==> src/pose_frame_rotation_core_macros.svh <==
// assertion helpers shared by the pose rotation core
`ifndef POSE_FRAME_ROTATION_CORE_MACROS_SVH
`define POSE_FRAME_ROTATION_CORE_MACROS_SVH

// same-cycle implication, disabled while reset is low
`define PFR_ASSERT_IMP(lbl, clk, rstn, ante, cons) \
    lbl: assert property (@(posedge clk) disable iff (!rstn) (ante) |-> (cons)) \
        else $error("pose rotation core check failed");

// next-cycle implication, disabled while reset is low
`define PFR_ASSERT_NXT(lbl, clk, rstn, ante, cons) \
    lbl: assert property (@(posedge clk) disable iff (!rstn) (ante) |=> (cons)) \
        else $error("pose rotation core check failed");

`endif

==> src/pfr_pkg.sv <==
`default_nettype none

package pfr_pkg;

    // cordic iteration count and angle constants
    localparam int CORDIC_STEPS = 16;
    localparam int SQRT_STEPS   = 17;
    localparam int ATAN_LAT     = CORDIC_STEPS + 3;
    localparam int SINCOS_LAT   = CORDIC_STEPS + 1;
    // products, sums, sqrt, atan2, angle fixup, sincos, four multiply stages
    localparam int DEPTH        = 2 + SQRT_STEPS + ATAN_LAT + 1 + SINCOS_LAT + 4;

    localparam logic signed [31:0] INV_GAIN = 32'sd652032874;
    localparam logic signed [17:0] ANG_PI   = 18'sd32768;
    localparam logic signed [17:0] ANG_HALF = 18'sd16384;

    // position lane carried next to the orientation math
    typedef struct packed {
        logic signed [31:0] x;
        logic signed [31:0] y;
        logic signed [31:0] z;
    } pos_t;

    // atan2 operands waiting out the square roots
    typedef struct packed {
        logic signed [33:0] sinr;
        logic signed [33:0] cosr;
        logic signed [33:0] siny;
        logic signed [33:0] cosy;
    } trig_t;

    // one restoring square root step
    typedef struct packed {
        logic [33:0] v;
        logic [33:0] r;
    } sq_t;

    // atan2 special case flags
    typedef struct packed {
        logic xneg;
        logic yneg;
        logic xzero;
        logic yzero;
    } at_flag_t;

    // arctangent table, 65536 = pi
    function automatic logic signed [17:0] atan_tab(input logic [3:0] i);
        logic signed [17:0] v;
        case (i)
            4'd0:    v = 18'sd16384;
            4'd1:    v = 18'sd9672;
            4'd2:    v = 18'sd5110;
            4'd3:    v = 18'sd2594;
            4'd4:    v = 18'sd1302;
            4'd5:    v = 18'sd652;
            4'd6:    v = 18'sd326;
            4'd7:    v = 18'sd163;
            4'd8:    v = 18'sd81;
            4'd9:    v = 18'sd41;
            4'd10:   v = 18'sd20;
            4'd11:   v = 18'sd10;
            4'd12:   v = 18'sd5;
            4'd13:   v = 18'sd3;
            4'd14:   v = 18'sd1;
            default: v = 18'sd1;
        endcase
        return v;
    endfunction

    // position of the highest set bit
    function automatic logic [5:0] msb_pos(input logic [33:0] v);
        logic [5:0] p;
        p = '0;
        for (int i = 0; i < 34; i++) begin
            if (v[i]) p = 6'(i);
        end
        return p;
    endfunction

    function automatic sq_t sqrt_step(input sq_t s, input logic [33:0] bt);
        sq_t o;
        logic [34:0] t;
        t = {1'b0, s.r} + {1'b0, bt};
        if ({1'b0, s.v} >= t) begin
            o.v = s.v - t[33:0];
            o.r = (s.r >> 1) + bt;
        end else begin
            o.v = s.v;
            o.r = s.r >> 1;
        end
        return o;
    endfunction

    // round half up and drop 30 fraction bits
    function automatic logic signed [31:0] rnd30(input logic signed [63:0] v);
        logic signed [63:0] t;
        t = (v + 64'sd536870912) >>> 30;
        return t[31:0];
    endfunction

endpackage

`default_nettype wire

==> src/pfr_sincos.sv <==
`default_nettype none

module pfr_sincos (
    input  logic               aclk,
    input  logic               en,
    input  logic [16:0]        ang_i,
    output logic signed [31:0] cos_o,
    output logic signed [31:0] sin_o
);

    localparam int N = pfr_pkg::CORDIC_STEPS;
    localparam logic [1:0] QUAD_0 = 2'd0;
    localparam logic [1:0] QUAD_1 = 2'd1;
    localparam logic [1:0] QUAD_2 = 2'd2;

    logic signed [31:0] x_reg [N];
    logic signed [31:0] y_reg [N];
    logic signed [17:0] z_reg [N];
    logic [1:0]         q_reg [N];

    // rotation iterations; the first starts from the fixed vector
    for (genvar i = 0; i < N; i++) begin : g_rot
        logic signed [31:0] x_in, y_in, x_next, y_next;
        logic signed [17:0] z_in, z_next;
        logic [1:0]         q_in;
        if (i == 0) begin : g_first
            assign x_in = pfr_pkg::INV_GAIN;
            assign y_in = '0;
            assign z_in = $signed({3'b000, ang_i[14:0]});
            assign q_in = ang_i[16:15];
        end else begin : g_rest
            assign x_in = x_reg[i-1];
            assign y_in = y_reg[i-1];
            assign z_in = z_reg[i-1];
            assign q_in = q_reg[i-1];
        end
        always_comb begin
            if (z_in >= 0) begin
                x_next = x_in - (y_in >>> i);
                y_next = y_in + (x_in >>> i);
                z_next = z_in - pfr_pkg::atan_tab(4'(i));
            end else begin
                x_next = x_in + (y_in >>> i);
                y_next = y_in - (x_in >>> i);
                z_next = z_in + pfr_pkg::atan_tab(4'(i));
            end
        end
        always_ff @(posedge aclk) begin
            if (en) begin
                x_reg[i] <= x_next;
                y_reg[i] <= y_next;
                z_reg[i] <= z_next;
                q_reg[i] <= q_in;
            end
        end
    end

    logic signed [31:0] c_next, s_next, c_reg, s_reg;

    // quadrant map
    always_comb begin
        case (q_reg[N-1])
            QUAD_0: begin
                c_next = x_reg[N-1];
                s_next = y_reg[N-1];
            end
            QUAD_1: begin
                c_next = -y_reg[N-1];
                s_next = x_reg[N-1];
            end
            QUAD_2: begin
                c_next = -x_reg[N-1];
                s_next = -y_reg[N-1];
            end
            default: begin
                c_next = y_reg[N-1];
                s_next = -x_reg[N-1];
            end
        endcase
    end

    always_ff @(posedge aclk) begin
        if (en) begin
            c_reg <= c_next;
            s_reg <= s_next;
        end
    end

    assign cos_o = c_reg;
    assign sin_o = s_reg;

endmodule

`default_nettype wire

==> config.mk <==
export PLATFORM = sky130hd
export DESIGN_NAME = pfr_sincos
export DESIGN_NICKNAME = d
export VERILOG_FILES = /design/src/pose_frame_rotation_core_macros.svh /design/src/pfr_pkg.sv /design/src/pfr_sincos.sv
export SDC_FILE = /design/constraint.sdc
export NUM_CORES = 2
export LEC_CHECK = 0
export CAP_MARGIN = 20
export CORE_ASPECT_RATIO = 2
export CORE_UTILIZATION = 30
export DETAILED_ROUTE_END_ITERATION = 16
export DONT_BUFFER_PORTS = 1
export GPL_TIMING_DRIVEN = 0
export HOLD_SLACK_MARGIN = 0.05
export PLACE_DENSITY = 0.49
export RECOVER_POWER = 100
export SYNTH_ARGS = -nofsm -noshare
export SYNTH_HDL_FRONTEND = slang
export SYNTH_SLANG_ARGS = --single-unit
==> constraint.sdc <==
create_clock -name aclk -period 6.32 [get_ports aclk]
set_input_delay 0 -clock aclk [delete_from_list [all_inputs] [get_ports aclk]]
set_output_delay 0 -clock aclk [all_outputs]
set_load 0.01 [all_outputs]
* Word-level counts from Yosys, hierarchy flattened *
Memory sizes are Yosys's and may differ from the RTL's.
Cells that the tools add are included.

cells by class
  $add $sub $neg = 94
  magnitude comparators = 16
  equality and inequality tests = 2
  multiplexer cells = 51
  reduce and logical (&&, ||, !) cells = 1

operator list
  operator             count
  $mux 32              31
  $mux 18              16
  $ge 18x1->1 const B  15
  $pmux 32 s3          2
  $add 32x17->32       2
  $add 32x18->32       2
  $add 32x19->32       2
  $add 32x20->32       2
  $add 32x21->32       2
  $add 32x22->32       2
  $add 32x23->32       2
  $add 32x24->32       2
  $add 32x25->32       2
  $add 32x26->32       2
  $add 32x27->32       2
  $add 32x28->32       2
  $add 32x29->32       2
  $add 32x30->32       2
  $add 32x31->32       2
  $neg 32->32          2
  $sub 32x17->32       2
  $sub 32x18->32       2
  $sub 32x19->32       2
  $sub 32x20->32       2
  other kinds (46)     60

storage, ports and cells
  flip-flop bits (word level) = 64
  memory bits (writable) = 1344
  input port bits = 19
  output and inout port bits = 64
  word-level logic and storage cells = 170
  memories kept = 4

memories
  memory  words  width  rd ports  clocked after Yosys merged registers in  write ports  line              source
  x_reg   16     32     16        0                                        16           pfr_sincos.sv:16  logic signed [31:0] x_reg [N];
  y_reg   16     32     16        0                                        16           pfr_sincos.sv:17  logic signed [31:0] y_reg [N];
  z_reg   16     18     15        0                                        16           pfr_sincos.sv:18  logic signed [17:0] z_reg [N];
  q_reg   16     2      16        0                                        16           pfr_sincos.sv:19  logic [1:0] q_reg [N];

* Depth between registers and ports, before layout *
An unclocked memory read counts as a cell.

  depth in word-level cells = 3
  gate-level depth with buffers = 22
  gate-level depth less buffers = 22

* Worst setup path before layout *
OpenSTA, ideal clock, no wires.

  path kind = register -> register
  from = mem z_reg[11][17] (netlist: z_reg[1][71])
  to = mem y_reg[12][30] (netlist: y_reg[1][158]) (data pin)
  setup time = 0.263 ns
  data arrival time = 4.833 ns
  data required time = 6.057 ns
  setup slack = 1.224 ns
  cell stages (with the launch flop) = 22
  buffers on the path = 2
  clock period less this slack = 5.096 ns
  cells stage by stage = edfxtp_1 -> inv_1 -> ha_1 -> or4b_2 -> nor4_1 -> nor2_1 -> inv_1 -> clkbuf_1 -> buf_1 -> nor2_1 -> xor2_1 -> ha_1 -> nand2b_1 -> a21oi_1 -> a41oi_1 -> a21oi_1 -> o221ai_1 -> o31ai_1 -> nor4_1 -> o41ai_1 -> a311oi_1 -> xnor2_1

RTL lines
  what         line
  from (decl)  pfr_sincos.sv:18
  to (decl)    pfr_sincos.sv:17

==> metrics.md <==
| Metric | Value |
|---|---|
| GRT Total Usage | 21.0% |
| Sequential element share of the synthesized area | around 37% |
| Starting Density | a little under a third |
| Initial antenna violation count | 14 |
| Post-DRT Antenna Nets | 0 |
| Syn Area/Cell | 9.65 um^2 |
| H-tree lvl count | 4 |
| Data required, critical path | between 6 and 7 ns |
| Worst EP arrival | just under 7 ns |
| CP bufs+invs | 3 |
| Core Area | roughly 0.34 mm^2 |
| Reg-to-Reg End | y_reg[1][95] |
| Pin count of the biggest net entering global routing | 260 |
| CP max stage cell | xnor2_1 |
| Post-Syn Instances | approximately 11k |
| Num Clock Sinks | approximately 1.2k |
| Clock Pin Slew Worst Setup and Hold Paths | roughly 0.070 ns |
| Final Max Tran Viols | 1004 |
| Area growth syn-to-layout | 11.7% |
| Crit. End Element | register |
| Top cells by area, synth | edfxtp_1, ha_1, xnor2_1 |
| R2R depth | 20 |
| CTS tree | yes |
| Slowest stage delay, CP | just under 0.8 ns |
| Grt ovf | 0 |
| Fin crit share | between 90% and 100% |
| Routed wire per std cell | around 24 um |
| Yosys cell types | 92 |
| Critical path cell sequence | nor4_1 -> nand2_1 -> nor4_2 -> and4_1 -> nor2_1 -> buf_6 -> clkbuf_1 -> clkbuf_2 -> o31ai_1 -> xnor2_1 -> ha_1 -> nor3_1 -> o21ai_0 -> nand3_1 -> nand3_1 -> a21oi_1 -> o31ai_1 -> a21oi_1 -> o21bai_1 -> xnor2_1 |
| Final cell count without fillers | approximately 15k |
| WS Path Type | reg -> reg |
| Yosys warning total | 0 |
| FP Rows | ~300 |
| Gp weighted congestion | between 1 and 1.5 |
| Die Area | around 0.34 mm^2 |
| WL final | 367 mm |
| First-pass GRT wire length | between 500 and 600 mm |
| Latest clock arrival within the worst-skew pair | around 0.88 ns |
| Share of cells above drive strength 1 | 4.76% |
| Levels on crit path | 20 |
| Setup crit start | z_reg[1][25] |
| Worst-margin pin slew | 3.68 ns |
| Failing checks | max-capacitance violations, max-slew violations |
| HP Class | in -> reg |
| Max reg flops | 449 |
| Max-slew headroom | -145% |
| CP max FO | 10 |
| Starting DRT DRC Count | between 4k and 5k |
| Status | complete, but fails checks |
| R2r startpoint | z_reg[1][25] |
| Worst Clk Skew | between 0.06 and 0.07 ns |
| Number of global-route vias before repair | 85.0k |
| CTS buffer count | approximately 150 |
| Die Span Y | between 800 and 900 um |
| Post-Place Cells | 15.0k |
| R2R Setup Slk | between 0.1 and 0.15 ns |
| Critical Path Sink | y_reg[1][95] |
| Fmax | approximately 160 MHz |
| Final hold vios | 0 |
| Vias | around 81k |
| Die W | approximately 410 um |
| Ys async rst share | 0% |
| Post-DP HPWL | around 300 mm |
| Max cap viols | 5 |
| # DRC | 0 |
| Dominant cell type by area after synthesis | edfxtp_1 |
| Top cell type's share of synthesized area | between 30 and 40% |
| Ys flop type | edfxtp_1 |
| Setup violations, final | 0 |
| Seq cells post-synth | roughly 1.2k |
| Minimum clock period | about 6.2 ns |
| Post-synth EDFFs | around 1.2k |
| DR pass1 iterations | 5 |
| CP startpoint kind | register |
| Root Driver | clkbuf_16 |
| Nets | ~12k |
| Post-Syn Area | 0.102 mm^2 |
| Clk buf depth | 4 |
| # IOs | 83 |
| Vias per inst | between 5 and 6 |
| Number of port buffers | 0 |
| Top cell family by delay on the critical path | simple AND/OR/NAND/NOR gates |
==> worst min-delay path by stage <==
stage	from	endpoint	slack, ns	cells after the start
detailed placement	ang_i[1]	z_reg[0][1]	0.1	0
finish	ang_i[11]	z_reg[0][11]	0.30	2
global route	ang_i[12]	z_reg[0][12]	0.28	2
floorplan	ang_i[15]	q_reg[0][0]	0.1	0
global placement	ang_i[2]	z_reg[0][2]	0.1	0
CTS	ang_i[9]	z_reg[0][9]	0.22	2
==> per-stage QoR <==
step / TNS [ns] / util (%) / setup slack, ns / hold slack [ns] / cell area, um^2
floorplan: 0 / - / 1.22 / 0.0989 / 102000
finish: 0 / 33.7 / 0.129 / 0.301 / 113000
global route: -0.0444 / 33.7 / -0.0444 / 0.277 / 113000
global placement: -201.89 / 31.8 / -1.82 / 0.0989 / 107000
CTS: 0 / 33.7 / 0.000613 / 0.219 / 113000
detailed placement: -57.82 / 32.0 / -1.32 / 0.0989 / 108000
==> kinds of logic (layout without fill, tap and decap cells) <==
logic type	Yosys count	after routing	synth area share, %
AND/OR/NAND/NOR	2868	2868	13.7
XOR/XNOR	1560	1560	13.5
flip-flops	1242	1242	36.7
other	1	19	0.00369
multiplexers	67	67	0.738
AO/OA/AOI/OAI	2995	2995	18.8
adder cells (fa/ha/maj)	1114	1114	14.0
buffers and inverters	669	999	2.54
==> metal layers <==
| layer | up-vias | routed length, um | GRT usage (%) |
|---|---|---|---|
| met5 | - | 20 | 0 |
| li1 | 39300 | - | - |
| met3 | 1283 | 9550 | 2.34 |
| met1 | 38600 | 91800 | 13.3 |
| met4 | 2 | 49700 | 24.2 |
| met2 | 2054 | 216000 | 44.8 |
==> layout by cell type (no fill, tap or decap), types with 143 or more instances in the layout <==
cell and instances:
edfxtp_1 1242, ha_1 1076, xnor2_1 965, a21oi_1 901, nor2_1 816, nand2_1 680
o21ai_0 631, xor2_1 580, inv_1 470, a21o_1 420, nor3_1 258, nand2b_1 200
nand3_1 187, o31ai_1 187, clkbuf_16 153, o21bai_1 144, clkbuf_1 143
==> cell type report <==
| class | instances | area (um^2) |
|---|---|---|
| clock buffer | 165 | 3850 |
| clock inverter | 93 | 1190 |
| buffer | 177 | 741 |
| inverter | 481 | 1830 |
| tap | 4393 | 5500 |
| multi-input combinational | 8606 | 62100 |
| fill | 34200 | 223000 |
| timing repair buffer | 83 | 853 |
| sequential | 1242 | 37300 |
| antenna | 17 | 42.5 |
==> timing repair <==
| item | in CTS | in global routing |
|---|---|---|
| buffers inserted | 4 | 3 |
| setup endpoints to repair | 168 | 84 |
| endpoints found under the hold margin | 227 | 0 |
| pin swaps | 2 | 4 |
| resized for setup | 75 | 49 |
| hold buffers | 35 | 0 |
==> cell usage after synthesis (48+ instances only) <==
library cell,instances
edfxtp_1,1242
ha_1,1077
xnor2_1,971
a21oi_1,902
nor2_1,821
nand2_1,680
o21ai_0,645
xor2_1,589
inv_1,477
a21o_1,420
nor3_1,258
nand2b_1,200
o31ai_1,191
nand3_1,187
clkbuf_1,151
o21bai_1,144
nor2b_1,133
o21a_1,132
or3_1,111
nor4_1,95
and3_1,82
a211oi_1,73
o41ai_1,64
a31oi_1,58
nand4_1,56
or4_1,48
Power is left out: the tool's default activity adds up to more than one toggle a clock period on the data nets, which glitch-free logic cannot reach.
