## config.mk

```make
export PLATFORM = sky130hd
export DESIGN_NAME = pfr_atan2
export DESIGN_NICKNAME = d
export VERILOG_FILES = /design/src/pose_frame_rotation_core_macros.svh /design/src/pfr_pkg.sv /design/src/pfr_atan2.sv
export SDC_FILE = /design/constraint.sdc
export NUM_CORES = 2
export LEC_CHECK = 0
export BUFFER_PORTS_ARGS = -buffer_cell sky130_fd_sc_hd__buf_4
export CAP_MARGIN = 0
export CORE_MARGIN = 2
export CORE_UTILIZATION = 55
export CTS_CLUSTER_DIAMETER = 120
export DETAILED_ROUTE_END_ITERATION = 16
export PLACE_DENSITY = 0.78
export SLEW_MARGIN = 30
export SYNTH_ARGS = -nofsm -noshare
export SYNTH_HDL_FRONTEND = slang
export SYNTH_SLANG_ARGS = --single-unit
```

## constraint.sdc

```tcl
create_clock -name aclk -period 4.6 [get_ports aclk]
set_input_delay 0.23 -clock aclk [delete_from_list [all_inputs] [get_ports aclk]]
set_output_delay 0.23 -clock aclk [all_outputs]
set_load 0.02 [all_outputs]
```

## src/pose_frame_rotation_core_macros.svh

```systemverilog
// assertion helpers shared by the pose rotation core
`ifndef POSE_FRAME_ROTATION_CORE_MACROS_SVH
`define POSE_FRAME_ROTATION_CORE_MACROS_SVH

// same-cycle implication, disabled while reset is low
`define PFR_ASSERT_IMP(lbl, clk, rstn, ante, cons) \
    lbl: assert property (@(posedge clk) disable iff (!rstn) (ante) |-> (cons)) \
        else $error("pose rotation core check failed");

// next-cycle implication, disabled while reset is low
`define PFR_ASSERT_NXT(lbl, clk, rstn, ante, cons) \
    lbl: assert property (@(posedge clk) disable iff (!rstn) (ante) |=> (cons)) \
        else $error("pose rotation core check failed");

`endif

```

## src/pfr_pkg.sv

```systemverilog
`default_nettype none

package pfr_pkg;

    // cordic iteration count and angle constants
    localparam int CORDIC_STEPS = 16;
    localparam int SQRT_STEPS   = 17;
    localparam int ATAN_LAT     = CORDIC_STEPS + 3;
    localparam int SINCOS_LAT   = CORDIC_STEPS + 1;
    // products, sums, sqrt, atan2, angle fixup, sincos, four multiply stages
    localparam int DEPTH        = 2 + SQRT_STEPS + ATAN_LAT + 1 + SINCOS_LAT + 4;

    localparam logic signed [31:0] INV_GAIN = 32'sd652032874;
    localparam logic signed [17:0] ANG_PI   = 18'sd32768;
    localparam logic signed [17:0] ANG_HALF = 18'sd16384;

    // position lane carried next to the orientation math
    typedef struct packed {
        logic signed [31:0] x;
        logic signed [31:0] y;
        logic signed [31:0] z;
    } pos_t;

    // atan2 operands waiting out the square roots
    typedef struct packed {
        logic signed [33:0] sinr;
        logic signed [33:0] cosr;
        logic signed [33:0] siny;
        logic signed [33:0] cosy;
    } trig_t;

    // one restoring square root step
    typedef struct packed {
        logic [33:0] v;
        logic [33:0] r;
    } sq_t;

    // atan2 special case flags
    typedef struct packed {
        logic xneg;
        logic yneg;
        logic xzero;
        logic yzero;
    } at_flag_t;

    // arctangent table, 65536 = pi
    function automatic logic signed [17:0] atan_tab(input logic [3:0] i);
        logic signed [17:0] v;
        case (i)
            4'd0:    v = 18'sd16384;
            4'd1:    v = 18'sd9672;
            4'd2:    v = 18'sd5110;
            4'd3:    v = 18'sd2594;
            4'd4:    v = 18'sd1302;
            4'd5:    v = 18'sd652;
            4'd6:    v = 18'sd326;
            4'd7:    v = 18'sd163;
            4'd8:    v = 18'sd81;
            4'd9:    v = 18'sd41;
            4'd10:   v = 18'sd20;
            4'd11:   v = 18'sd10;
            4'd12:   v = 18'sd5;
            4'd13:   v = 18'sd3;
            4'd14:   v = 18'sd1;
            default: v = 18'sd1;
        endcase
        return v;
    endfunction

    // position of the highest set bit
    function automatic logic [5:0] msb_pos(input logic [33:0] v);
        logic [5:0] p;
        p = '0;
        for (int i = 0; i < 34; i++) begin
            if (v[i]) p = 6'(i);
        end
        return p;
    endfunction

    function automatic sq_t sqrt_step(input sq_t s, input logic [33:0] bt);
        sq_t o;
        logic [34:0] t;
        t = {1'b0, s.r} + {1'b0, bt};
        if ({1'b0, s.v} >= t) begin
            o.v = s.v - t[33:0];
            o.r = (s.r >> 1) + bt;
        end else begin
            o.v = s.v;
            o.r = s.r >> 1;
        end
        return o;
    endfunction

    // round half up and drop 30 fraction bits
    function automatic logic signed [31:0] rnd30(input logic signed [63:0] v);
        logic signed [63:0] t;
        t = (v + 64'sd536870912) >>> 30;
        return t[31:0];
    endfunction

endpackage

`default_nettype wire

```

## src/pfr_atan2.sv

```systemverilog
`default_nettype none

module pfr_atan2 (
    input  logic               aclk,
    input  logic               en,
    input  logic signed [33:0] sy_i,
    input  logic signed [33:0] sx_i,
    output logic signed [16:0] ang_o
);

    localparam int N = pfr_pkg::CORDIC_STEPS;

    logic [33:0] ax, ay, mx;
    logic [33:0] ax_reg, ay_reg;
    logic [5:0]  msb_reg;
    pfr_pkg::at_flag_t fl_in, fl_reg;

    // magnitudes, special cases and leading bit
    always_comb begin
        ax = sx_i[33] ? (34'd0 - sx_i) : sx_i;
        ay = sy_i[33] ? (34'd0 - sy_i) : sy_i;
        mx = (ax > ay) ? ax : ay;
        fl_in.xneg  = sx_i[33];
        fl_in.yneg  = sy_i[33];
        fl_in.xzero = (ax == '0);
        fl_in.yzero = (ay == '0);
    end

    always_ff @(posedge aclk) begin
        if (en) begin
            ax_reg  <= ax;
            ay_reg  <= ay;
            msb_reg <= pfr_pkg::msb_pos(mx);
            fl_reg  <= fl_in;
        end
    end

    logic signed [32:0] cx_reg [N+1];
    logic signed [32:0] cy_reg [N+1];
    logic signed [17:0] cz_reg [N+1];
    pfr_pkg::at_flag_t  cf_reg [N+1];
    logic [33:0] xs, ys;
    logic [5:0]  sh;

    // normalize so the larger part lands in [2^29, 2^30)
    always_comb begin
        if (msb_reg >= 6'd30) begin
            sh = msb_reg - 6'd29;
            xs = ax_reg >> sh;
            ys = ay_reg >> sh;
        end else begin
            sh = 6'd29 - msb_reg;
            xs = ax_reg << sh;
            ys = ay_reg << sh;
        end
    end

    always_ff @(posedge aclk) begin
        if (en) begin
            cx_reg[0] <= $signed({2'b00, xs[30:0]});
            cy_reg[0] <= $signed({2'b00, ys[30:0]});
            cz_reg[0] <= '0;
            cf_reg[0] <= fl_reg;
        end
    end

    // vectoring iterations, one per stage
    for (genvar i = 0; i < N; i++) begin : g_vec
        logic signed [32:0] x_next, y_next;
        logic signed [17:0] z_next;
        always_comb begin
            if (cy_reg[i] >= 0) begin
                x_next = cx_reg[i] + (cy_reg[i] >>> i);
                y_next = cy_reg[i] - (cx_reg[i] >>> i);
                z_next = cz_reg[i] + pfr_pkg::atan_tab(4'(i));
            end else begin
                x_next = cx_reg[i] - (cy_reg[i] >>> i);
                y_next = cy_reg[i] + (cx_reg[i] >>> i);
                z_next = cz_reg[i] - pfr_pkg::atan_tab(4'(i));
            end
        end
        always_ff @(posedge aclk) begin
            if (en) begin
                cx_reg[i+1] <= x_next;
                cy_reg[i+1] <= y_next;
                cz_reg[i+1] <= z_next;
                cf_reg[i+1] <= cf_reg[i];
            end
        end
    end

    logic signed [17:0] zc, a18;
    logic signed [16:0] ang_reg;
    logic signed [16:0] ang_next;

    // clamp, halve and fold into the right quadrant
    always_comb begin
        zc = cz_reg[N];
        if (zc < 0) zc = '0;
        if (zc > pfr_pkg::ANG_PI) zc = pfr_pkg::ANG_PI;
        a18 = (zc + 18'sd1) >>> 1;
        if (cf_reg[N].xzero) a18 = pfr_pkg::ANG_HALF;
        if (cf_reg[N].xneg) a18 = pfr_pkg::ANG_PI - a18;
        if (cf_reg[N].yneg) a18 = -a18;
        if (cf_reg[N].yzero) a18 = cf_reg[N].xneg ? pfr_pkg::ANG_PI : 18'sd0;
        ang_next = a18[16:0];
    end

    always_ff @(posedge aclk) begin
        if (en) begin
            ang_reg <= ang_next;
        end
    end

    assign ang_o = ang_reg;

endmodule

`default_nettype wire

```

**Word level (Yosys, flattened, before mapping)**

Memory sizes are Yosys's and may differ from the RTL's.
Cells that the tools add are included.

- Memory bits (read-only): 0
- Bits in latches: 0
- Output and inout bits: 17
- Memories: 4
- Bits in writable memories: 1,496
- Register bits after elaboration: 95

Memories:

| memory | depth | bits a word | rd ports | clocked after Yosys merged registers in | wr ports | RTL line | RTL |
|---|---|---|---|---|---|---|---|
| cx_reg | 17 | 33 | 16 | 0 | 17 | pfr_atan2.sv:38 | `logic signed [32:0] cx_reg [N+1];` |
| cy_reg | 17 | 33 | 16 | 0 | 17 | pfr_atan2.sv:39 | `logic signed [32:0] cy_reg [N+1];` |
| cz_reg | 17 | 18 | 17 | 0 | 17 | pfr_atan2.sv:40 | `logic signed [17:0] cz_reg [N+1];` |
| cf_reg | 17 | 4 | 17 | 0 | 17 | pfr_atan2.sv:41 | `pfr_pkg::at_flag_t cf_reg [N+1];` |

- Shift operators: 4
- Multipliers: 0
- Bitwise gates (word level): 0
- Magnitude comparators: 20
- Equality and inequality tests: 0
- $add $sub $neg: 102
- Divide/modulo/power cells: 0
- Multiplexer cells: 94
- Reductions and logical operators: 3

Operators with widths:

| operator | number |
|---|---|
| 33-bit 2-to-1 mux | 32 |
| 33-bit by 1-bit greater-or-equal comparator with 1-bit output, second input constant | 16 |
| 18-bit 2-to-1 mux | 18 |
| 34-bit 2-to-1 mux | 3 |
| 5-bit 2-to-1 mux | 16 |
| 34-bit logical NOT | 2 |
| 17-bit 2-to-1 mux | 4 |
| 34-bit by 6-bit left shift with 31-bit output | 2 |
| 34-bit by 6-bit right shift with 31-bit output | 2 |
| 1-bit by 34-bit subtractor with 34-bit output, first input constant | 2 |
| 33-bit by 18-bit adder with 33-bit output | 2 |
| 33-bit by 19-bit adder with 33-bit output | 2 |
| 33-bit by 20-bit adder with 33-bit output | 2 |
| 33-bit by 21-bit adder with 33-bit output | 2 |
| 33-bit by 22-bit adder with 33-bit output | 2 |
| 33-bit by 23-bit adder with 33-bit output | 2 |
| 33-bit by 24-bit adder with 33-bit output | 2 |
| 33-bit by 25-bit adder with 33-bit output | 2 |
| 33-bit by 26-bit adder with 33-bit output | 2 |
| 33-bit by 27-bit adder with 33-bit output | 2 |
| 33-bit by 28-bit adder with 33-bit output | 2 |
| 33-bit by 29-bit adder with 33-bit output | 2 |
| 33-bit by 30-bit adder with 33-bit output | 2 |
| 33-bit by 31-bit adder with 33-bit output | 2 |
| 63 further kinds | 98 |

**Longest topological paths before layout**

- Word-level depth: 36
- Mapped depth: 21
- Gate-level depth less buffers: 21

**Least setup slack after synthesis**

OpenSTA, ideal clock, no wires.

- Path type: register -> register
- Start point: memory cx_reg[8][8], in the netlist cx_reg[0][272]
- End point: memory cy_reg[9][32], in the netlist cy_reg[0][329], data pin
- Setup time: 0.258 ns
- Slack: -0.302 ns
- Buffers on the path: 0
- Cell stages (with the launch flop): 18
- Arrival: 4.644 ns
- Data required time: 4.342 ns
- Cells stage by stage: edfxtp_1 -> inv_1 -> ha_1 -> nand2_1 -> or3_1 -> or3b_2 -> o31ai_1 -> xor2_1 -> ha_1 -> or3_1 -> a311oi_1 -> o31ai_1 -> a2111oi_0 -> o21ai_0 -> o41ai_1 -> o2111ai_1 -> a21oi_1 -> xnor2_1

RTL lines:

| what | RTL line |
|---|---|
| from (decl) | pfr_atan2.sv:38 |
| to (decl) | pfr_atan2.sv:39 |

==> impl_metrics.env <==
export IMPL_gr_usage_all_layers_pct=31.0
export IMPL_cell_chosen_for_the_clock_root="sky130_fd_sc_hd__clkbuf_16"
export IMPL_status="finished, violations left"
export IMPL_met3WireLength_um=25800
export IMPL_detailedRoute_firstPassIterationCount=7
export IMPL_upper_clock_frequency_limit_mhz=214
export IMPL_finalNonFillerCells=16400
export IMPL_top_layer_used="met5"
export IMPL_synth_seq_area_share_pct=35.3
export IMPL_die_w_um=464
export IMPL_ys_types=96
export IMPL_synth_ff_latch_count=1368
export IMPL_core_area_um2=210000
export IMPL_dominantRegCellSynth="sky130_fd_sc_hd__edfxtp_1"
export IMPL_cpPeakStageDelay_ps=530
export IMPL_placedCellCount=16000
export IMPL_synth_edf_count=1368
export IMPL_hold_viol_final=0
export IMPL_postSynthAreaPerCell_um2=9.57
export IMPL_wirelength_um=349000
export IMPL_path_clk_slew_ps=60
export IMPL_yosys_warnings=0
export IMPL_wl_met2_um=160000
export IMPL_routed_via_density=6.20
export IMPL_setup_repair_after_global_routing_missed_its_margin="true"
export IMPL_avgRoutedWirePerCell_um=21.3
export IMPL_count_of_buffers_from_port_buffering=86
export IMPL_leading_area_contributor_after_synthesis="sky130_fd_sc_hd__edfxtp_1"
export IMPL_finish_net_count=14800
export IMPL_setup_viol_count_final=2
export IMPL_worst_setup_path_type="register to register"
export IMPL_die_height_um=464
export IMPL_dr_total_vias=102000
export IMPL_dpl_hpwl_um=270000
export IMPL_std_cell_rows=168
export IMPL_placedInstanceArea_um2=128000
export IMPL_clock_skew_ps=28.6
export IMPL_worst_setup_path_start_kind="register"
export IMPL_accumulated_negative_setup_slack_ps=-88.5
export IMPL_mappedNetlistArea_um2=116000
export IMPL_first_global_vias=96800
export IMPL_synthDominantCellAreaShare_pct=35.3
export IMPL_hold_path_class="primary input to register"
export IMPL_slew_violations=0
export IMPL_layout_area_overhead_vs_synth_pct=19.1
export IMPL_clock_tree_buffer_depth=3
export IMPL_starting_utilization_of_the_core_area_pct=55.4
export IMPL_finalWeightedCongestion=0.974
export IMPL_final_min_period_over_clock_period_pct=102
export IMPL_max_cap_violations=0
export IMPL_top_delay_family_on_crit_path="simple AND/OR/NAND/NOR gates"
export IMPL_worst_path_max_fanout=4
export IMPL_grt_ovfl_total=0
export IMPL_endpoint_kind="register"
export IMPL_drt_antenna_violating_nets=0
export IMPL_grt_antenna_before_repair=7
export IMPL_synth_area_top_cells="sky130_fd_sc_hd__edfxtp_1 35%, sky130_fd_sc_hd__ha_1 13%, sky130_fd_sc_hd__xnor2_1 7.9%"
export IMPL_asyncSetResetFlopFracSynth_pct=0
export IMPL_cts_tree="yes"
export IMPL_critical_path_n_buffers_inverters=2
export IMPL_die_area_um2=215000
export IMPL_finalCriticalPeriod_ps=4670
export IMPL_drt_iter0_markers=9720
export IMPL_worst_path_most_repeated_cell="sky130_fd_sc_hd__o21ai_2"
export IMPL_post_synth_inst_count=12200
export IMPL_tritoncts_num_buffers=159
export IMPL_number_of_flip_flops_in_the_largest_register=494
export IMPL_worst_skew_pair_late_latency_ps=820
export IMPL_cts_htree_levels=4
export IMPL_violations="setup timing"
export IMPL_grt_pass1_wl_um=536000
export IMPL_crit_chain="buf_6 > or2_2 > or4_4 > nor2_4 > nand2_2 > or2_4 > o31ai_2 > xor2_1 > ha_1 > buf_4 > and2_1 > nand3_1 > a31oi_1 > o21ai_2 > o21ai_2 > o21a_1 > a41o_1 > o41ai_2 > xnor2_1"
export IMPL_wirelength_met1_um=154000
export IMPL_pre_cts_ws_ps=-542
export IMPL_worst_ep_arrival_time_ps=5230
export IMPL_worst_endpoint_required_ps=5150
export IMPL_grt_start_max_net_pins=158
export IMPL_timing_worst_slew_pin_value_ps=1050
export IMPL_timing_max_slew_rel_slack_pct=29.5
export IMPL_critical_path_slowest_cell="sky130_fd_sc_hd__or4_4"
export IMPL_numClockSinks=1368
export IMPL_boundaryPins=87
export IMPL_drive_above_1_share_pct=16.6
export IMPL_final_setup_slack_of_the_worst_path_ps=-72.8
export IMPL_total_drc_errors_in_the_routed_layout=0
export IMPL_post_route_cell_area_um2=139000
-- per-layer routing --
metal	global-route usage, %	vias up
met4	8.35	4
met3	4.84	596
met1	43.5	49200
met2	49.7	3654
li1	-	48300
met5	0	-
-- worst reg2reg max path, delay by kind of cell (launching register included) --
kind            cells  cell delay (ps)
compound gates      7             1410
xor+xnor            2              410
fa+ha+maj           1              300
buf+inv             2              300
flops               1              420
simple gates        7             1600
-- worst paths after layout --
check	startpoint	endpoint	slack (ps)	depth (start not counted)
setup / recovery	cx_reg[0][103]	cy_reg[0][163]	-70	19
hold / removal	sx_i[12]	ax_reg[12]	60	4
setup reg to reg	cx_reg[0][103]	cy_reg[0][163]	-70	19
hold reg to reg	cf_reg[0][26]	cf_reg[0][30]	400	0
-- cell usage in the layout, fill, tap and decap left out, types with 167 or more instances in the layout --
cell	instances
sky130_fd_sc_hd__o21ai_0	637
sky130_fd_sc_hd__o21a_1	267
sky130_fd_sc_hd__nor3_1	259
sky130_fd_sc_hd__buf_4	1218
sky130_fd_sc_hd__nor2_1	973
sky130_fd_sc_hd__edfxtp_1	1368
sky130_fd_sc_hd__nand2_1	867
sky130_fd_sc_hd__o31ai_1	200
sky130_fd_sc_hd__ha_1	1178
sky130_fd_sc_hd__xnor2_1	1035
sky130_fd_sc_hd__a21oi_1	825
sky130_fd_sc_hd__nand3_1	259
sky130_fd_sc_hd__clkbuf_16	167
sky130_fd_sc_hd__xor2_1	604
sky130_fd_sc_hd__inv_1	499
sky130_fd_sc_hd__a21o_1	303
-- area by class of cell --
type,count,area (um^2)
Fill cell,16300,71400
Multi-Input combinational cell,10100,76100
Inverter,508,1910
Clock buffer,190,4270
Antenna cell,3,7.51
Timing Repair Buffer,1319,10400
Sequential cell,1368,41100
Clock inverter,101,1290
Tap cell,2805,3510
-- synth_stat cells, drive strengths merged (33+ instances only) --
cell,number
a21boi,33
inv,504
fa,40
nand4,64
nand2b,134
o22ai,41
a21o,303
o21ba,34
mux4,54
or2,62
ha,1204
o21a,267
and3,76
o211ai,84
a2111oi,39
nor3b,46
buf,40
xnor2,1046
o21ai,747
mux2i,100
a31oi,91
nor2b,129
o41ai,142
mux2,36
nor2,985
o2111ai,56
nand2,884
nand3,270
nor4,120
xor2,616
or3,150
edfxtp,1368
nor3,287
a211oi,121
a21oi,877
o31ai,248
or4,125
and2,72
clkbuf,207
o21bai,104
-- per-stage QoR --
step           utilization, %  hold slack (ps)
2_1_floorplan               -              329
3_3_place_gp             61.2              401
3_5_place_dp             61.2              405
4_1_cts                  64.5             4.48
5_1_grt                  66.0             53.9
6_report                 66.0             56.1
-- cells by family after synthesis --
group	count (synthesis)	share of synthesized area (%)
adders and majority gates	1244	13.6
xor gates and xnor gates	1662	12.5
muxes	190	2.26
and+or+nand+nor	3456	14.3
other	1	0.00322
buffers and inverters	755	2.45
AOI/OAI and AO/OA	3479	19.6
DFF	1368	35.3
-- timing repair --
item                                    4_1_cts  5_1_grt
gates cloned                                  0        0
setup buffers                                12       79
hold buffers                                 64        0
pin swaps                                    50      201
resized for setup                           148      590
endpoints found under the setup margin       95      182
hold endpoints to repair                    113        0
Power is not shown: default switching activity piles up to over one toggle a cycle in this logic, so the estimate is an artifact.
